## src/design/cbfs_axis.sv

```systemverilog
// ----------------------------------------------------------------------------
// cbfs_axis
// One axis of the cube distance: gap of the nucleus outside the cube
// interval, registered, then squared and registered again.
// ----------------------------------------------------------------------------
`default_nettype none

module cbfs_axis (
  input  wire logic               clk,
  input  wire logic               adv,
  input  wire logic signed [23:0] origin,
  input  wire logic        [22:0] cube_edge,
  input  wire logic signed [23:0] pos,
  output logic             [47:0] sq
);

  logic signed [25:0] lo;
  logic signed [25:0] hi;
  logic signed [25:0] p;
  logic signed [25:0] below;
  logic signed [25:0] above;
  logic        [23:0] gap_nxt;
  logic        [23:0] gap_r;
  logic        [47:0] sq_r;

  // Interval [origin, origin + edge] and the nucleus; origin and nucleus sign extended, edge zero extended
  assign lo    = {{2{origin[23]}}, origin};
  assign hi    = lo + $signed({3'b000, cube_edge});
  assign p     = {{2{pos[23]}}, pos};
  assign below = lo - p;
  assign above = p - hi;

  // Distance outside the interval, zero when inside
  always_comb begin
    priority if (p < lo) begin
      gap_nxt = below[23:0];
    end else if (p > hi) begin
      gap_nxt = above[23:0];
    end else begin
      gap_nxt = '0;
    end
  end

  // Register the gap, then its square
  always_ff @(posedge clk) begin
    if (adv) begin
      gap_r <= gap_nxt;
      sq_r  <= 48'(gap_r) * 48'(gap_r);
    end
  end

  assign sq = sq_r;

endmodule

`default_nettype wire

```

## config.mk

```make
export PLATFORM = sky130hd
export DESIGN_NAME = cbfs_axis
export DESIGN_NICKNAME = d
export VERILOG_FILES = /design/src/design/cbfs_axis.sv
export SDC_FILE = /design/constraint.sdc
export NUM_CORES = 1
export LEC_CHECK = 0
export ABC_AREA = 1
export BUFFER_PORTS_ARGS = -buffer_cell sky130_fd_sc_hd__buf_2
export CELL_PAD_IN_SITES_DETAIL_PLACEMENT = 0
export CELL_PAD_IN_SITES_GLOBAL_PLACEMENT = 1
export CORE_ASPECT_RATIO = 0.7
export CORE_MARGIN = 4
export CORE_UTILIZATION = 44
export DETAILED_ROUTE_END_ITERATION = 6
export PLACE_DENSITY = 0.77
export SYNTH_ARGS = -nofsm -noshare
export SYNTH_HDL_FRONTEND = slang
export SYNTH_SLANG_ARGS = --single-unit
```

## constraint.sdc

```tcl
create_clock -name clk -period 6.2 [get_ports clk]
set_input_delay 0.62 -clock clk [delete_from_list [all_inputs] [get_ports clk]]
set_output_delay 0.62 -clock clk [all_outputs]
set_load 0.1 [all_outputs]
```

# ---- After elaboration in Yosys (flattened, before gate mapping)
# Index checks and enable logic that the tools add are counted.
dict set report totals {
  output_inout_bits 48
  ff_bits 72
  word_cells 10
}
dict set report classes {
  n_addsub 3
  n_mul 1
  n_lt_le_gt_ge 2
  n_mux 2
}
# cell count
set op_table {}
lappend op_table {{multiplier 24 x 24 -> 48 bit} 1}
lappend op_table {{two-way mux 24 bit} 2}
lappend op_table {{subtractor 24 bit} 2}
lappend op_table {{adder 24 x 24 -> 25 bit} 1}
lappend op_table {{greater-than comparator 24 x 25 -> 1 bit} 1}
lappend op_table {{less-than comparator 24 bit} 1}

# ---- Depth between registers and ports, before layout
dict set report logic_depth {
  ltp_word 4
  ltp_mapped 29
  depth_no_buf 28
}

# ---- Least setup slack after synthesis
# No wires, ideal clock.
dict set report synth_path {
  path_type {register to register}
  start {register gap_r[14]}
  end {register sq_r[46] (netlist: sq[46]) (data pin)}
  t_arrival_ns 5.859
  stages_incl_launch_ff 25
  path_slack_ns 0.088
  synth_period_minus_slack_ns 6.112
  path_buffers 1
  setup_time_ns 0.253
  required_time_ns 5.947
  path_cell_list {edfxtp_1 -> clkbuf_1 -> nand2_1 -> fa_1 -> inv_1 -> fa_1 -> inv_1 -> fa_1 -> inv_1 -> fa_1 -> inv_1 -> fa_1 -> inv_1 -> fa_1 -> inv_1 -> fa_1 -> inv_1 -> ha_1 -> nand2_1 -> o21ai_0 -> a21oi_1 -> o21ai_0 -> nand2_1 -> nand4_1 -> nand2_1}
}
dict set report synth_via {
  elab_chain_cells 1
}
# element line
set synth_lines {}
lappend synth_lines {{start, declared} 23} ;# logic [23:0] gap_r;
lappend synth_lines {{start signal, assigned} 47} ;# gap_r <= gap_nxt;
lappend synth_lines {{multiplier 24 x 24 -> 48 bit} 48} ;# sq_r <= 48'(gap_r) * 48'(gap_r);
lappend synth_lines {{end signal, assigned} 48}
lappend synth_lines {{end, declared} 24} ;# logic [47:0] sq_r;
# Every way passes these cells.
# A chain may end at the register's enable or synchronous reset.

# ---- Worst setup path in the final report
dict set report layout_path {
  start {register gap_r[0]}
  end {register sq_r[31] (netlist: sq[31]) (data pin)}
}
# The elaborated chain is that of the path after synthesis.

==> summary.md <==
| Metric | Value |
|---|---|
| Run status | finished with violations |
| Failing checks | negative setup slack |
| Core Footprint | 0.0542 sq mm |
| Antenna diodes | 0 |
| Final WS setup | -140 ps |
| DRC | 0 |
| Register Area | 0.00213 sq mm |
| Fmax | around 0.16 GHz |
| Area contributors post-synth | fa_1 (35%), inv_1 (14%), ha_1 (13%), nand2_1 (13%), edfxtp_1 (8.8%) |
| WS Path Type | reg2reg |
| Final setup skew | approximately 20 ps |
| RSZ-0062 raised after global routing | yes |
| Most common cell in the synthesized netlist | inv_1 |
| Initial DRT Pass Iterations | 5 |
| Top fanout value on the critical path | 5 |
| Grt ovf | 0 |
| Synth cell count leaders | inv_1 (925), nand2_1 (817), fa_1 (425) |
| Synth Area per Inst | 7.50 sq um |
| Final Cycle Share | 102% |
| Number of global-route vias before repair | roughly 23,000 |
| Number of fillers in the final layout | 5,045 |
| Yosys top cell by area | fa_1 |
| Final Max Tran Viols | 0 |
| Clk root buf | clkbuf_16 |
| Detail Route Antenna Nets | 0 |
| Primary FF master, synth | edfxtp_1 |
| Placer Congestion | 1.01 |
| DR vias | 22,023 |
| Hold crit path type | reg2reg |
| Worst-Skew Late Latency | 380 ps |
| Yosys top cell area share | a little over a third |
| Initial DRC count | 2,088 |
| Largest net degree at the start of global routing | 72 |
| Die H | a little over 200 um |
| Post-synthesis cell area | 0.0243 sq mm |
| Worst-Margin Slew | 1050 ps |
| Vias per cell | 5.03 |
| Clock transition at path regs | 80 ps |
| Initial antenna violation count | 0 |
| MaxCap Viol Count | 0 |
| Inserted Clock Buffers | 9 |
| Post-synthesis sequential area ratio | under 10% |
| Clock sinks | 71 |
| Setup violation total in the final timing report | 25 |
| YS warnings | 0 |
| Crit. End Element | flop |
| H-Tree Depth | 3 |
| Setup crit start kind | flop |
| Fin nets | 4,386 |
| Share of cells above drive strength 1 | between 20% and 30% |
| DR WL/cell | 19.4 um |
| Post-Synthesis Cells | 3,242 |
| Synth cell types | 40 |
| Area growth, synth to finish | 25.6% |
| Synth Register Bits | 71 |
| Row count | 71 |
| Syn Nets | 3,986 |
| PortBufs | 119 |
| Final Util | 56.3% |
| Die W | a little under 300 um |
| Io pins | 121 |
| Initial core utilization | between 40 and 50% |
| Ys async rst share | 0% |
| Worst Path Required | about 6300 ps |
| Post-DP HPWL | 72,300 um |
| CTS Buffer Depth | 2 |
| Count of final hold-check violations | 0 |
| Global-route wire length before repair | 130,000 um |
| EDFF count, synth | 71 |
| CTS tree | done |
| Final min period | about 6300 ps |
| Die footprint | around 0.06 sq mm |
| Hold slack | 884 ps |
| Multi-input gate area | 0.0202 sq mm |
| Slew headroom | 30.3% |
| GRT Resource Usage Total | ~29% |
| Setup_tns | -1850 ps |
| Critical Path AT | between 6000 and 7000 ps |
| Routed WL | 84,900 um |
-- sequential cells by signal, indices dropped and copies added, names as in the netlist --
signal and flops:
gap_r 24, sq 47
-- cell families after synthesis --
family | Yosys count | share of synthesized area (%)
buffers and inverters | 985 | 15.3
AOI/OAI and AO/OA | 213 | 4.81
DFF | 71 | 8.77
other | 1 | 0.0154
adders and majority gates | 671 | 47.7
and+or+nand+nor | 1215 | 20.3
xor gates and xnor gates | 86 | 3.10
-- what timing repair did --
| item | 4_1_cts | 5_1_grt |
|---|---|---|
| pin swaps | 82 | 169 |
| gates resized for setup | 246 | 325 |
| buffers inserted | 61 | 34 |
| hold buffers | 0 | 0 |
| cloned | 2 | 0 |
| endpoints found under the setup margin | 31 | 34 |
-- final timing paths --
check                startpoint          endpoint  cells past startpoint  slack, ps
min          gap_r[0]$_DFFE_PP_   sq[0]$_DFFE_PP_                      2        880
max          gap_r[0]$_DFFE_PP_  sq[31]$_DFFE_PP_                     25       -140
min reg2reg  gap_r[0]$_DFFE_PP_   sq[0]$_DFFE_PP_                      2        880
max reg2reg  gap_r[0]$_DFFE_PP_  sq[31]$_DFFE_PP_                     25       -140
-- placed cells by master, fill, tap and decap left out, drive strengths merged, types with 8 or more instances in the layout --
master    n
nor3     22
buf     447
inv     930
fa      425
nand2   825
nand3   110
o21ai    49
o21bai   14
xor2     48
a21oi   124
xnor2    38
nand4    34
ha      246
a21o      8
clkbuf    9
nor2    205
edfxtp   71
-- critical path, stage by stage (launching register included) --
cell and delay, ps:
edfxtp_1 460, buf_12 150, buf_6 100, nand2_1 50, fa_1 550, inv_2 60, fa_1 490, fa_1 550
inv_1 60, fa_1 510, inv_2 40, fa_1 480, fa_1 530, buf_6 130, inv_1 60, fa_1 540
inv_2 70, ha_4 260, a21oi_4 190, buf_4 160, o21ai_4 60, inv_1 70, nand2_2 80, nand2_2 100
nand4_1 160, xor2_2 190
-- area by class of cell --
type	count	share of cell area, %
Inverter	927	11.4
Sequential cell	71	6.98
Clock inverter	7	0.262
Timing Repair Buffer	447	11.6
Multi-Input combinational cell	2186	66.0
Tap cell	730	2.99
Clock buffer	9	0.738
-- per-stage QoR --
step / instance area [sq um] / std cells / worst slack, ps
CTS: 29200 / 4346 / -44.1
finish: 30500 / 4377 / -140
global placement: 27500 / 4268 / -447
floorplan: 24300 / 3242 / 88.2
detailed placement: 27500 / 4268 / -402
global route: 30500 / 4377 / -309
-- layer usage --
metal,vias up,global-route usage [%],wire [um]
li1,10361,-,-
met1,10804,46.5,42200
met2,806,38.4,32300
met3,52,9.92,9680
met4,0,3.07,778
met5,-,0,0
Power is not shown: default switching activity piles up to over one toggle a cycle in this logic, so the estimate is an artifact.
