[src/design/cbfs_pkg.sv]
// ----------------------------------------------------------------------------
// cbfs_pkg
// Shared codes, widths and handshake structs for the cube basis-function
// screen: command and shell codes, register indexes and reset values.
// ----------------------------------------------------------------------------
`default_nettype none

package cbfs_pkg;

  // Field widths
  localparam int DIST_W  = 50;
  localparam int COUNT_W = 13;

  // Largest representable squared distance
  localparam logic [DIST_W-1:0] DIST_MAX = '1;

  // Function indexes at or above this are ignored
  localparam int MAX_FUNCS = 4096;

  // Command codes
  localparam logic [1:0] CMD_ATOM  = 2'd0;
  localparam logic [1:0] CMD_FUNC  = 2'd1;
  localparam logic [1:0] CMD_CLEAR = 2'd2;

  // Shell kinds
  localparam logic [1:0] KIND_S    = 2'd0;
  localparam logic [1:0] KIND_P    = 2'd1;
  localparam logic [1:0] KIND_D    = 2'd2;
  localparam logic [1:0] KIND_NONE = 2'd3;

  // Configuration register indexes
  localparam logic [2:0] REG_ORIGIN_X = 3'd0;
  localparam logic [2:0] REG_ORIGIN_Y = 3'd1;
  localparam logic [2:0] REG_ORIGIN_Z = 3'd2;
  localparam logic [2:0] REG_EDGE     = 3'd3;
  localparam logic [2:0] REG_LIMIT    = 3'd4;
  localparam logic [2:0] REG_KEEP_ALL = 3'd5;

  // Configuration reset values
  localparam logic [22:0] EDGE_RST  = 23'd4096;
  localparam logic [31:0] LIMIT_RST = 32'd655360;

  // Request from the last stage to the count and mark keeper
  typedef struct packed {
    logic       fire;
    logic       clear;
    logic       keep;
    logic [1:0] kind;
    logic       inrange;
    logic [7:0] owner;
  } tally_req_t;

  // Counts after the item, and whether its nucleus was unmarked
  typedef struct packed {
    logic               fresh;
    logic [COUNT_W-1:0] s_total;
    logic [COUNT_W-1:0] p_total;
    logic [COUNT_W-1:0] d_total;
  } tally_rsp_t;

endpackage

`default_nettype wire

[src/design/cbfs_tally.sv]
// ----------------------------------------------------------------------------
// cbfs_tally
// Kept-group counts per shell kind and the per-nucleus marks. Reports the
// counts after the current item and whether its nucleus is newly marked.
// ----------------------------------------------------------------------------
`default_nettype none

module cbfs_tally #(
  parameter int DEPTH = 256,
  parameter int AW    = 8
) (
  input  wire logic                 clk,
  input  wire logic                 rst_n,
  input  wire cbfs_pkg::tally_req_t req,
  output cbfs_pkg::tally_rsp_t      rsp
);

  logic [cbfs_pkg::COUNT_W-1:0] s_r;
  logic [cbfs_pkg::COUNT_W-1:0] p_r;
  logic [cbfs_pkg::COUNT_W-1:0] d_r;
  logic [cbfs_pkg::COUNT_W-1:0] s_nxt;
  logic [cbfs_pkg::COUNT_W-1:0] p_nxt;
  logic [cbfs_pkg::COUNT_W-1:0] d_nxt;
  logic [DEPTH-1:0]             marks_r;
  logic [AW+7:0]                idx_wide;
  logic [AW-1:0]                idx;
  logic                         fresh;

  // Saturating increment
  function automatic logic [cbfs_pkg::COUNT_W-1:0] bump(
    input logic [cbfs_pkg::COUNT_W-1:0] c
  );
    return (c == '1) ? c : c + 1'b1;
  endfunction

  assign idx_wide = {{AW{1'b0}}, req.owner};
  assign idx      = idx_wide[AW-1:0];

  // Counts after this item
  always_comb begin
    s_nxt = s_r;
    p_nxt = p_r;
    d_nxt = d_r;
    if (req.clear) begin
      s_nxt = '0;
      p_nxt = '0;
      d_nxt = '0;
    end else if (req.keep) begin
      unique case (req.kind)
        cbfs_pkg::KIND_S: s_nxt = bump(s_r);
        cbfs_pkg::KIND_P: p_nxt = bump(p_r);
        cbfs_pkg::KIND_D: d_nxt = bump(d_r);
        default: ;
      endcase
    end
  end

  assign fresh = req.keep && req.inrange && !marks_r[idx];

  // Commit counts and marks when the item leaves the stage
  always_ff @(posedge clk) begin
    if (!rst_n) begin
      s_r     <= '0;
      p_r     <= '0;
      d_r     <= '0;
      marks_r <= '0;
    end else if (req.fire) begin
      s_r <= s_nxt;
      p_r <= p_nxt;
      d_r <= d_nxt;
      if (req.clear) begin
        marks_r <= '0;
      end else if (req.keep && req.inrange) begin
        marks_r[idx] <= 1'b1;
      end
    end
  end

  assign rsp.fresh   = fresh;
  assign rsp.s_total = s_nxt;
  assign rsp.p_total = p_nxt;
  assign rsp.d_total = d_nxt;

endmodule

`default_nettype wire

[config.mk]
export PLATFORM = sky130hd
export DESIGN_NAME = cbfs_tally
export DESIGN_NICKNAME = d
export VERILOG_FILES = /design/src/design/cbfs_pkg.sv /design/src/design/cbfs_tally.sv
export SDC_FILE = /design/constraint.sdc
export NUM_CORES = 1
export LEC_CHECK = 0
export CORE_MARGIN = 4
export CORE_UTILIZATION = 28
export CTS_CLUSTER_DIAMETER = 60
export CTS_CLUSTER_SIZE = 8
export DETAILED_ROUTE_END_ITERATION = 12
export DONT_BUFFER_PORTS = 1
export PLACE_DENSITY_LB_ADDON = 0.15
export SLEW_MARGIN = 15
export SYNTH_ARGS = -nofsm -noshare
export SYNTH_HDL_FRONTEND = slang
export SYNTH_SLANG_ARGS = --single-unit
[constraint.sdc]
create_clock -name clk -period 5.7 [get_ports clk]
set_input_delay 0.855 -clock clk [delete_from_list [all_inputs] [get_ports clk]]
set_output_delay 0.855 -clock clk [all_outputs]
set_load 0.1 [all_outputs]
# Yosys cells after proc, flatten, opt, wreduce, memory -nomap -nowiden
# Index checks and enable logic that the tools add are counted.
# word_totals
elab_cells	40
register_bits	295
in_bits	16
out_inout_bits	40
# op_classes
n_lt_le_gt_ge	2
mux	18
bitwise_logic	1
n_addsub	3
reduce_logical	7
n_eq_ne	5
# op_table
cell	count
256-bit 2-to-1 mux	2
256-bit OR	1
13-bit 2-to-1 mux	12
13-bit by 1-bit adder with 13-bit output (second input constant)	3
13-bit == test (second input constant)	3
8-bit by 9-bit < comparator with 1-bit output (second input constant)	1
1-bit binary-select mux with 8-bit select	1
1-bit demux with 8-bit select	1
8-bit by 1-bit greater-or-equal comparator with 1-bit output (second input constant)	1
1-bit logical AND	3
2-bit by 1-bit == test with 1-bit output (second input constant)	1
2-bit == test (second input constant)	1
2-bit logical NOT	1
1-bit 2-to-1 mux	2
2-bit AND reduction	1
2-bit nonzero test	1
1-bit logical NOT	1

# Depth between registers and ports, before layout
# Gate-level depths: netlist of run 1.
# logic_depth
ltp_word	7
depth_mapped	12
mapped_depth_nobuf	7

# Worst setup path after synthesis of run 1
# OpenSTA, ideal clock, no wires.
# synth_timing
path_kind	input -> output
start	input port req[9] (netlist bit)
end	output port rsp[37] (netlist bit)
required_time_ps	4845
slack_ps	1580
arrival_ps	3265
cell_stages	5
path_cell_list	nor3b_2 or4b_4 a311oi_2 xnor2_1 nor2_1
# synth_lines
element	line_no	source
start, declared	cbfs_tally.sv:14	input wire cbfs_pkg::tally_req_t req,
end, declared	cbfs_tally.sv:15	output cbfs_pkg::tally_rsp_t rsp

==> run metrics, run 1 <==
clock sink total=295; register area=5906 um^2; most common cell after layout, fill and taps aside=nor2_1; status=finished clean; Cell Area, Synth=12970 um^2; Power Density=315.3 nW/um^2; RD Place Congestion=0.7820; busiest grt layer=met2; CP required=4.85 ns; commonest non-fill, non-tap cells in the layout=310 x nor2_1, 295 x dfxtp_1, 276 x a21oi_1, 55 x nand2_1; worst vdd ir=0.0002109 V; Tightest Pin Transition=1.264 ns; share of post-route cells with drive strength above 1=14.21%; Sw Ratio=22.93%; critical path class=reg -> out; Register-to-Register Path Depth=7; Post-Syn Instances=1501; P&R area growth vs syn=15.12%; clk slew on worst S/H paths=0.05 ns; first-pass GRT wire length=60620 um; TritonRoute pass-1 iters=5; Rows=78; Layout Cell Area excl Fill=14930 um^2; EDFF count, synth=0; top cells by area, synth=dfxtp_1 46%, a21oi_1 11%, nor2_1 10%; Synth cell types=68; Initial Utilization=28.46%; pin count of the biggest net entering global routing=157; Total Routed Length=39210 um; final setup margin=1.468 ns; Setup Skew=0.006837 ns; Setup TNS Final=0 ns; Synth area leader=dfxtp_1; Worst EP arrival=3.38 ns; Die Wd=223.2 um; dpl hpwl=24140 um; Synth Warn #=0; period utilization=74.25%; Clock Latency Late Sink=0.57 ns; Worst setup SP type=flip-flop; antenna viol nets, final=0; TritonCTS Buffers=45; multi-input combinational cell area=6703 um^2; Clock Tree Root=clkbuf_16; Reg power frac=44.0%; crit path max fanout=10; DR DRC count=0; RSZ-0062 raised after global routing=no; net switching power=1.079 mW; chip height=223.2 um; Final Max Tran Viols=0; hold_buf cts=0; minimum clock period=4.232 ns; vias in the first global route=9901; Hold Fails Final Rpt=0; Hold Path Origin=rst_n; clock power share=52.1%; combinational share of power=3.9%; Vias=10618; Setup WS pre-CTS=1.792 ns; hold depth=1; Initial DRC Count=750; Die ar.=49840 um^2; # Post-CTS Setup Buffers=0; GRT Total Usage=15.28%; I/O Pins=56; Tightest Hold Check Type=in -> reg; DR WL/cell=19.00 um; worst rel slew slack=15.76%; Max Cap Viol=0; Nets=1472; initial antenna violation count=0; CTS H-Tree Depth=2; Post-Syn Nets=1520; Post-DP Area=13620 um^2; Layout fillers=4791; met2 Resource Use GR=23.77%; hold endpoint=p_r[10]; GR Util met3=3.447%; met1 usage=21.74%; Int Pwr=3.629 mW; flops & latches, synth=295; post-synthesis sequential area ratio=45.52%; Static Leakage=5.041 nW; R2R setup slack=3.47 ns; grt ovf=0; reg2reg start=s_r[2]; crit end category=output pin; core area=45580 um^2; Max Buffers Root-to-Sink=3; Most used DFF post-synth=dfxtp_1; Avg Inst Size Synth=8.643 um^2; FFs w/ async S/R, synth=0%; reg-to-reg critical path endpoint=s_r[11]; post-CTS resize count=0; Synth top area share=45.52%; PortBufs=0; ant diodes=0; CTS tree=built; Max Clock Freq=236.3 MHz; Via density=5.144; Final setup violation count=0
logic make-up (layout without fill, tap and decap cells):
family | after synthesis | after routing | synth area share, %
compound gates | 398 | 398 | 17.50
simple gates | 548 | 548 | 18.78
mux | 89 | 89 | 11.23
fa+ha+maj | 3 | 3 | 0.2894
xor+xnor | 32 | 32 | 2.161
buf+inv | 136 | 99 | 4.523
flops | 295 | 295 | 45.52
metrics by stage:
stage                     power (mW)  util, %  instances  hold WS, ns
final                          4.708    32.77       2064       0.4094
after global routing           4.890    32.77       2064       0.3823
after CTS                      4.797    32.74       2064       0.3683
after detailed placement       2.295    29.89       2006       0.4521
after global placement         2.295    29.86       2006       0.4432
after floorplan                2.284        -       1501       0.4290
flip-flops by register name, summed over array words and instances (netlist names):
signal and count:
marks_r 256, p_r 13, d_r 13, s_r 13
cell usage after synthesis, types with 4 or more instances:
| cell | n |
|---|---|
| o21a_1 | 5 |
| and2_1 | 6 |
| a211oi_1 | 6 |
| inv_1 | 12 |
| nor3_1 | 43 |
| mux4_2 | 45 |
| a31oi_1 | 14 |
| buf_1 | 5 |
| nand3_1 | 16 |
| nand2b_1 | 8 |
| clkbuf_1 | 81 |
| or3_1 | 5 |
| xor2_1 | 13 |
| buf_2 | 27 |
| a21boi_0 | 10 |
| a21oi_1 | 279 |
| xnor2_1 | 19 |
| buf_4 | 9 |
| a22oi_1 | 29 |
| o21ai_0 | 28 |
| o2111ai_1 | 7 |
| and3_1 | 4 |
| mux2i_1 | 42 |
| nand2_1 | 55 |
| nor2b_1 | 22 |
| dfxtp_1 | 295 |
| nor4_1 | 6 |
| nand4_1 | 12 |
| nor2_1 | 347 |
worst max path at each step:
stage	from	to	slack [ns]	cells past startpoint
floorplan	req[9]	rsp[37]	1.58	5
global placement	req[9]	rsp[37]	1.80	5
detailed placement	req[9]	rsp[37]	1.79	5
CTS	s_r[2]	rsp[30]	1.43	7
global route	s_r[2]	rsp[30]	1.23	7
finish	s_r[2]	rsp[30]	1.47	7
power groups by stage:
stage          logic, mW  clock network [mW]  registers, mW
2_1_floorplan      0.174                   0           2.11
5_1_grt            0.198                2.63           2.07
3_5_place_dp       0.184                   0           2.11
4_1_cts            0.184                2.54           2.07
6_report           0.183                2.45           2.07
3_3_place_gp       0.184                   0           2.11
cell type report:
| type | instances | share of cell area (%) |
|---|---|---|
| clock inverters | 6 | 0.7205 |
| clock buffers | 52 | 7.984 |
| multi-input cells | 1070 | 44.88 |
| inverters | 12 | 0.3016 |
| well taps | 600 | 5.027 |
| flip-flops and latches | 295 | 39.54 |
| repair buffers | 29 | 1.542 |
critical path, stage by stage, from the launching register on:
cell     delay (ns)
dfxtp_1        0.48
and4_4         0.33
nand4_4        0.14
nor2_1         0.25
a41oi_2        0.31
and3_2         0.33
xnor2_1        0.13
nor2_2         0.82
routing by layer:
metal  vias to the layer above  share of wire [%]  wire, um
met1                      5180                 47     18590
met2                       247                 46     17880
li1                       5150                  -         -
met3                        41                5.5      2156
met5                         -                  0         0
met4                         0                1.5       585
Note: power is estimated with default switching activity, not from simulation.
==> run 2: changes to the inputs <==
==> constraint.sdc (replaced) <==
create_clock -name clk -period 3.4 [get_ports clk]
set_input_delay 0.51 -clock clk [delete_from_list [all_inputs] [get_ports clk]]
set_output_delay 0.51 -clock clk [all_outputs]
set_load 0.1 [all_outputs]
==> run 2 against run 1 <==
Register-to-register slack worse by 2.2 ns. Highest routed layer unchanged. Non-clock buffer count is 66 higher. Count of clock-buffer cells in the layout is 5 lower. Clock skew is 0.0079 ns higher. Worst hold slack worse by 0.32 ns. Design area is 2.9% higher. Wire length is 1.3% higher. Global-route usage is 0.32 points higher. Core utilization is 0.94 points higher.
==> run metrics, run 2 (same netlist as run 1, synthesis figures left out) <==
status=finished clean; Final setup violation count=0; Final Max Tran Viols=0; minimum clock period=3.252 ns; Die ar.=49840 um^2; Power Density=493.8 nW/um^2; Layout Cell Area excl Fill=15360 um^2; worst hold slack=0.09057 ns; worst rel slew slack=21.54%; reg-to-reg critical path endpoint=s_r[11]; Rows=78; vias in the first global route=10425; GRT Total Usage=15.60%; cells along the critical path=nand4_4 > or4_4 > o21ai_4 > buf_4 > mux2i_1 > nor2_2 > buf_4; Max Cap Viol=0; DR DRC count=0; critical path class=reg -> out; Max Buffers Root-to-Sink=3; Hold Fails Final Rpt=0; PortBufs=0; core area=45580 um^2; Clock Latency Late Sink=0.55 ns; Worst setup SP type=flip-flop; P&R area growth vs syn=18.42%; grt ovf=0; reg2reg start=s_r[2]; hold depth=1; DR WL/cell=18.71 um; chip height=223.2 um; R2R setup slack=1.26 ns; Max Clock Freq=307.5 MHz; clock sink total=295; period utilization=95.63%; CTS tree=built; metal3 WL=1938 um; crit path max fanout=7; max reg flops=256; CP max stage delay=0.56 ns; Nets=1536; share of post-route cells with drive strength above 1=18.00%; CP required=2.89 ns; Initial Utilization=28.46%; commonest non-fill, non-tap cells in the layout=309 x nor2_1, 290 x dfxtp_1, 275 x a21oi_1, 89 x buf_4, 55 x nand2_1; Initial DRC Count=701; initial antenna violation count=0; Top delay family on crit path=simple AND/OR/NAND/NOR gates; Vias=10788; worst path bufs/invs=2; WL met2=17680 um; antenna viol nets, final=0; hold endpoint=p_r[10]; most common cell after layout, fill and taps aside=nor2_1; Via density=5.084; pin count of the biggest net entering global routing=96; Tightest Pin Transition=1.170 ns; Max Used Layer=met4; hold_buf cts=0; wl on met1=19160 um; worst vdd ir=0.0002706 V; I/O Pins=56; Post-DP Area=14110 um^2; Worst EP arrival=2.74 ns; CTS H-Tree Depth=2; clk slew on worst S/H paths=0.05 ns; TritonCTS Buffers=43; ant diodes=0; Tightest Hold Check Type=in -> reg; Slowest-stage cell, CP=or4_4; TritonRoute pass-1 iters=5; crit end category=output pin; Clock Tree Root=clkbuf_16; Static Leakage=5.348 nW; Top reg by flops=marks_r; Setup Skew=0.01473 ns; most used cell along the critical path=buf_4; Die Wd=223.2 um; Register-to-Register Path Depth=7; RSZ-0062 raised after global routing=yes; Total Routed Length=39710 um; Hold Path Origin=rst_n; RD Place Congestion=0.7909; dpl hpwl=24880 um; first-pass GRT wire length=62400 um
run 2: area by class of cell:
type                       instances  area, um^2
sequential                       295        5912
clock buffer                      47        1111
inverter                          12       45.04
timing repair buffer              95       779.5
fill                            4711       30210
tap                              600       750.7
multi-input combinational       1070        6730
clock inverter                     3       33.78
run 2: power by group:
group | internal (mW) | leakage, nW | switching [mW] | total, mW
Clock | 2.28 | 0.565 | 1.50 | 3.78
Sequential | 3.47 | 2.38 | 0.00247 | 3.47
Combinational | 0.111 | 2.41 | 0.223 | 0.334
Total | 5.86 | 5.35 | 1.73 | 7.59
run 2: metrics by stage:
stage	total power, mW	std cells	TNS, ns	util (%)	worst slack, ns
5_1_grt	7.865	2122	-0.01463	33.71	-0.01463
3_5_place_dp	3.871	2068	0	30.96	0.4294
4_1_cts	7.734	2118	0	33.51	-0.0000008882
2_1_floorplan	3.829	1501	0	-	0.005489
3_3_place_gp	3.871	2068	0	30.96	0.3331
6_report	7.586	2122	0	33.71	0.1484
run 2: layer usage:
layer / up-vias / global-route usage (%)
met3: 62 / 2.553
met5: - / 0
li1: 5279 / -
met2: 250 / 24.10
met4: 0 / 5.170
met1: 5197 / 22.24
run 2: how the worst max path moves through the flow:
| stage | from | endpoint | slack [ns] | cells after the start |
|---|---|---|---|---|
| after floorplan | p_r[3] | rsp[20] | 0.005 | 6 |
| after global placement | req[0] | rsp[39] | 0.33 | 8 |
| after detailed placement | req[0] | rsp[39] | 0.43 | 8 |
| after CTS | s_r[2] | rsp[37] | -0.0000009 | 7 |
| after global routing | d_r[2] | rsp[3] | -0.01 | 8 |
| final | p_r[2] | rsp[14] | 0.15 | 7 |
run 2: timing repair:
item / in CTS / in global routing
setup buffers: 0 / 4
gates resized for setup: 4 / 13
pin swaps: 0 / 2
endpoints found under the setup margin: 6 / 21
run 2: worst register-to-register path: cells and delay by family, from the launching register on:
kind,cells,cell delay (ns)
AOI/OAI and AO/OA,3,0.58
DFF,1,0.40
and+or+nand+nor,4,1.05
==> run 3: changes to the inputs <==
==> constraint.sdc (replaced) <==
create_clock -name clk -period 2.65 [get_ports clk]
set_input_delay 0.3975 -clock clk [delete_from_list [all_inputs] [get_ports clk]]
set_output_delay 0.3975 -clock clk [all_outputs]
set_load 0.1 [all_outputs]
==> run 3 against run 2 <==
Largest power group unchanged. The flow now finishes with violations (setup timing). Combinational power rose by 48%. Highest routed layer is now met5. Count of clock-buffer cells in the layout increased by 1. Total power increased by 31%.
==> run metrics, run 3 (same netlist as run 1, synthesis figures left out) <==
vias in the first global route=10760; Die Wd=223.2 um; ant diodes=0; clock sink total=295; Worst setup SP type=flip-flop; cells along the critical path=mux4_2 > a22o_1 > a221oi_2 > a31oi_1 > a21oi_2 > nand4_1 > nor2_4 > buf_12; Setup WS pre-CTS=-0.1469 ns; DR DRC count=0; crit end category=output pin; CTS tree=built; status=finished with violations; worst vdd ir=0.0003757 V; CP max stage delay=0.46 ns; most common cell after layout, fill and taps aside=nor2_1; Hold Fails Final Rpt=0; pin count of the biggest net entering global routing=96; first-pass GRT wire length=63760 um; initial antenna violation count=1; Final Max Tran Viols=0; failing checks=setup timing; P&R area growth vs syn=35.15%; GRT Total Usage=16.08%; share of post-route cells with drive strength above 1=28.91%; grt ovf=0; Slowest-stage cell, CP=mux4_2; Via density=5.050; worst hold slack=0.05278 ns; critical path class=reg -> out; commonest non-fill, non-tap cells in the layout=302 x nor2_1, 275 x a21oi_1, 267 x dfxtp_1, 129 x buf_4, 47 x buf_12; Nets=1635; Initial DRC Count=733; PortBufs=0; Final setup violation count=22; Total Routed Length=41530 um; DR WL/cell=18.69 um; Vias=11221; Power Density=564.8 nW/um^2; Layout fillers=4526; TritonRoute pass-1 iters=5; Top delay family on crit path=compound AO/OA/AOI/OAI gates; RSZ-0062 raised after global routing=yes; final setup margin=-0.3515 ns; Static Leakage=6.236 nW; Clock Latency Late Sink=0.55 ns; minimum clock period=3.002 ns; Worst EP arrival=2.60 ns; Tightest Pin Transition=0.8283 ns; Rows=78; Die ar.=49840 um^2; dpl hpwl=25520 um; core area=45580 um^2; RD Place Congestion=0.7792; Max Cap Viol=0; worst path bufs/invs=1; max reg flops=256; chip height=223.2 um; I/O Pins=56; CTS H-Tree Depth=2; Tightest Hold Check Type=in -> reg; Max Buffers Root-to-Sink=3; clk slew on worst S/H paths=0.05 ns; worst rel slew slack=44.36%; Final Power=9.902 mW; TritonCTS Buffers=43; CP required=2.25 ns; Clock Tree Root=clkbuf_16; antenna viol nets, final=0; period utilization=113.3%; Setup Skew=0.003760 ns; Top reg by flops=marks_r; Max Clock Freq=333.2 MHz; Initial Utilization=28.46%; crit path max fanout=2
-- run 3: final cells by class --
type	count	area, um^2	area share, %
Clock buffer	48	1136	6.480
Clock inverter	3	30.03	0.1713
Inverter	12	47.55	0.2712
Multi-Input combinational cell	1070	7498	42.77
Sequential cell	295	5958	33.99
Tap cell	600	750.7	4.282
Timing Repair Buffer	194	2111	12.04
-- run 3: final timing paths --
path / from / endpoint / slack [ns] / cells after the start
setup / recovery: marks_r[155] / rsp[39] / -0.35 / 8
hold reg to reg: marks_r[47] / marks_r[47] / 0.46 / 2
setup reg to reg: s_r[5] / s_r[8] / 0.45 / 10
hold / removal: req[13] / d_r[12] / 0.05 / 2
-- run 3: repair_timing --
item                       4_1_cts  5_1_grt
setup buffers                   47       18
hold buffers                     2        0
gates resized for setup        149       40
hold endpoints to repair        30        0
setup endpoints to repair       40       38
pin swaps                       64       43
-- run 3: metal layers --
metal	GRT usage, %	vias up	part of all wire, %
met5	0	-	0.029
met4	5.647	2	2.7
met3	2.553	65	4.3
met2	24.83	226	46
met1	22.87	5450	47
li1	-	5478	-
-- run 3: per-stage QoR --
step / cell area [um^2] / TNS (ns) / utilization (%) / cells
floorplan: 13160 / -4.474 / - / 1501
global placement: 14950 / -0.2576 / 32.81 / 2106
detailed placement: 14950 / -0.1469 / 32.81 / 2106
CTS: 17200 / -3.049 / 37.74 / 2205
global route: 17530 / -5.680 / 38.47 / 2222
finish: 17530 / -2.830 / 38.47 / 2222
-- run 3: power breakdown --
group          leakage (nW)  internal, mW  switching [mW]  total (mW)
Combinational          3.27         0.182           0.312       0.494
Clock                 0.574          2.98            1.98        4.96
Sequential             2.39          4.44         0.00341        4.45
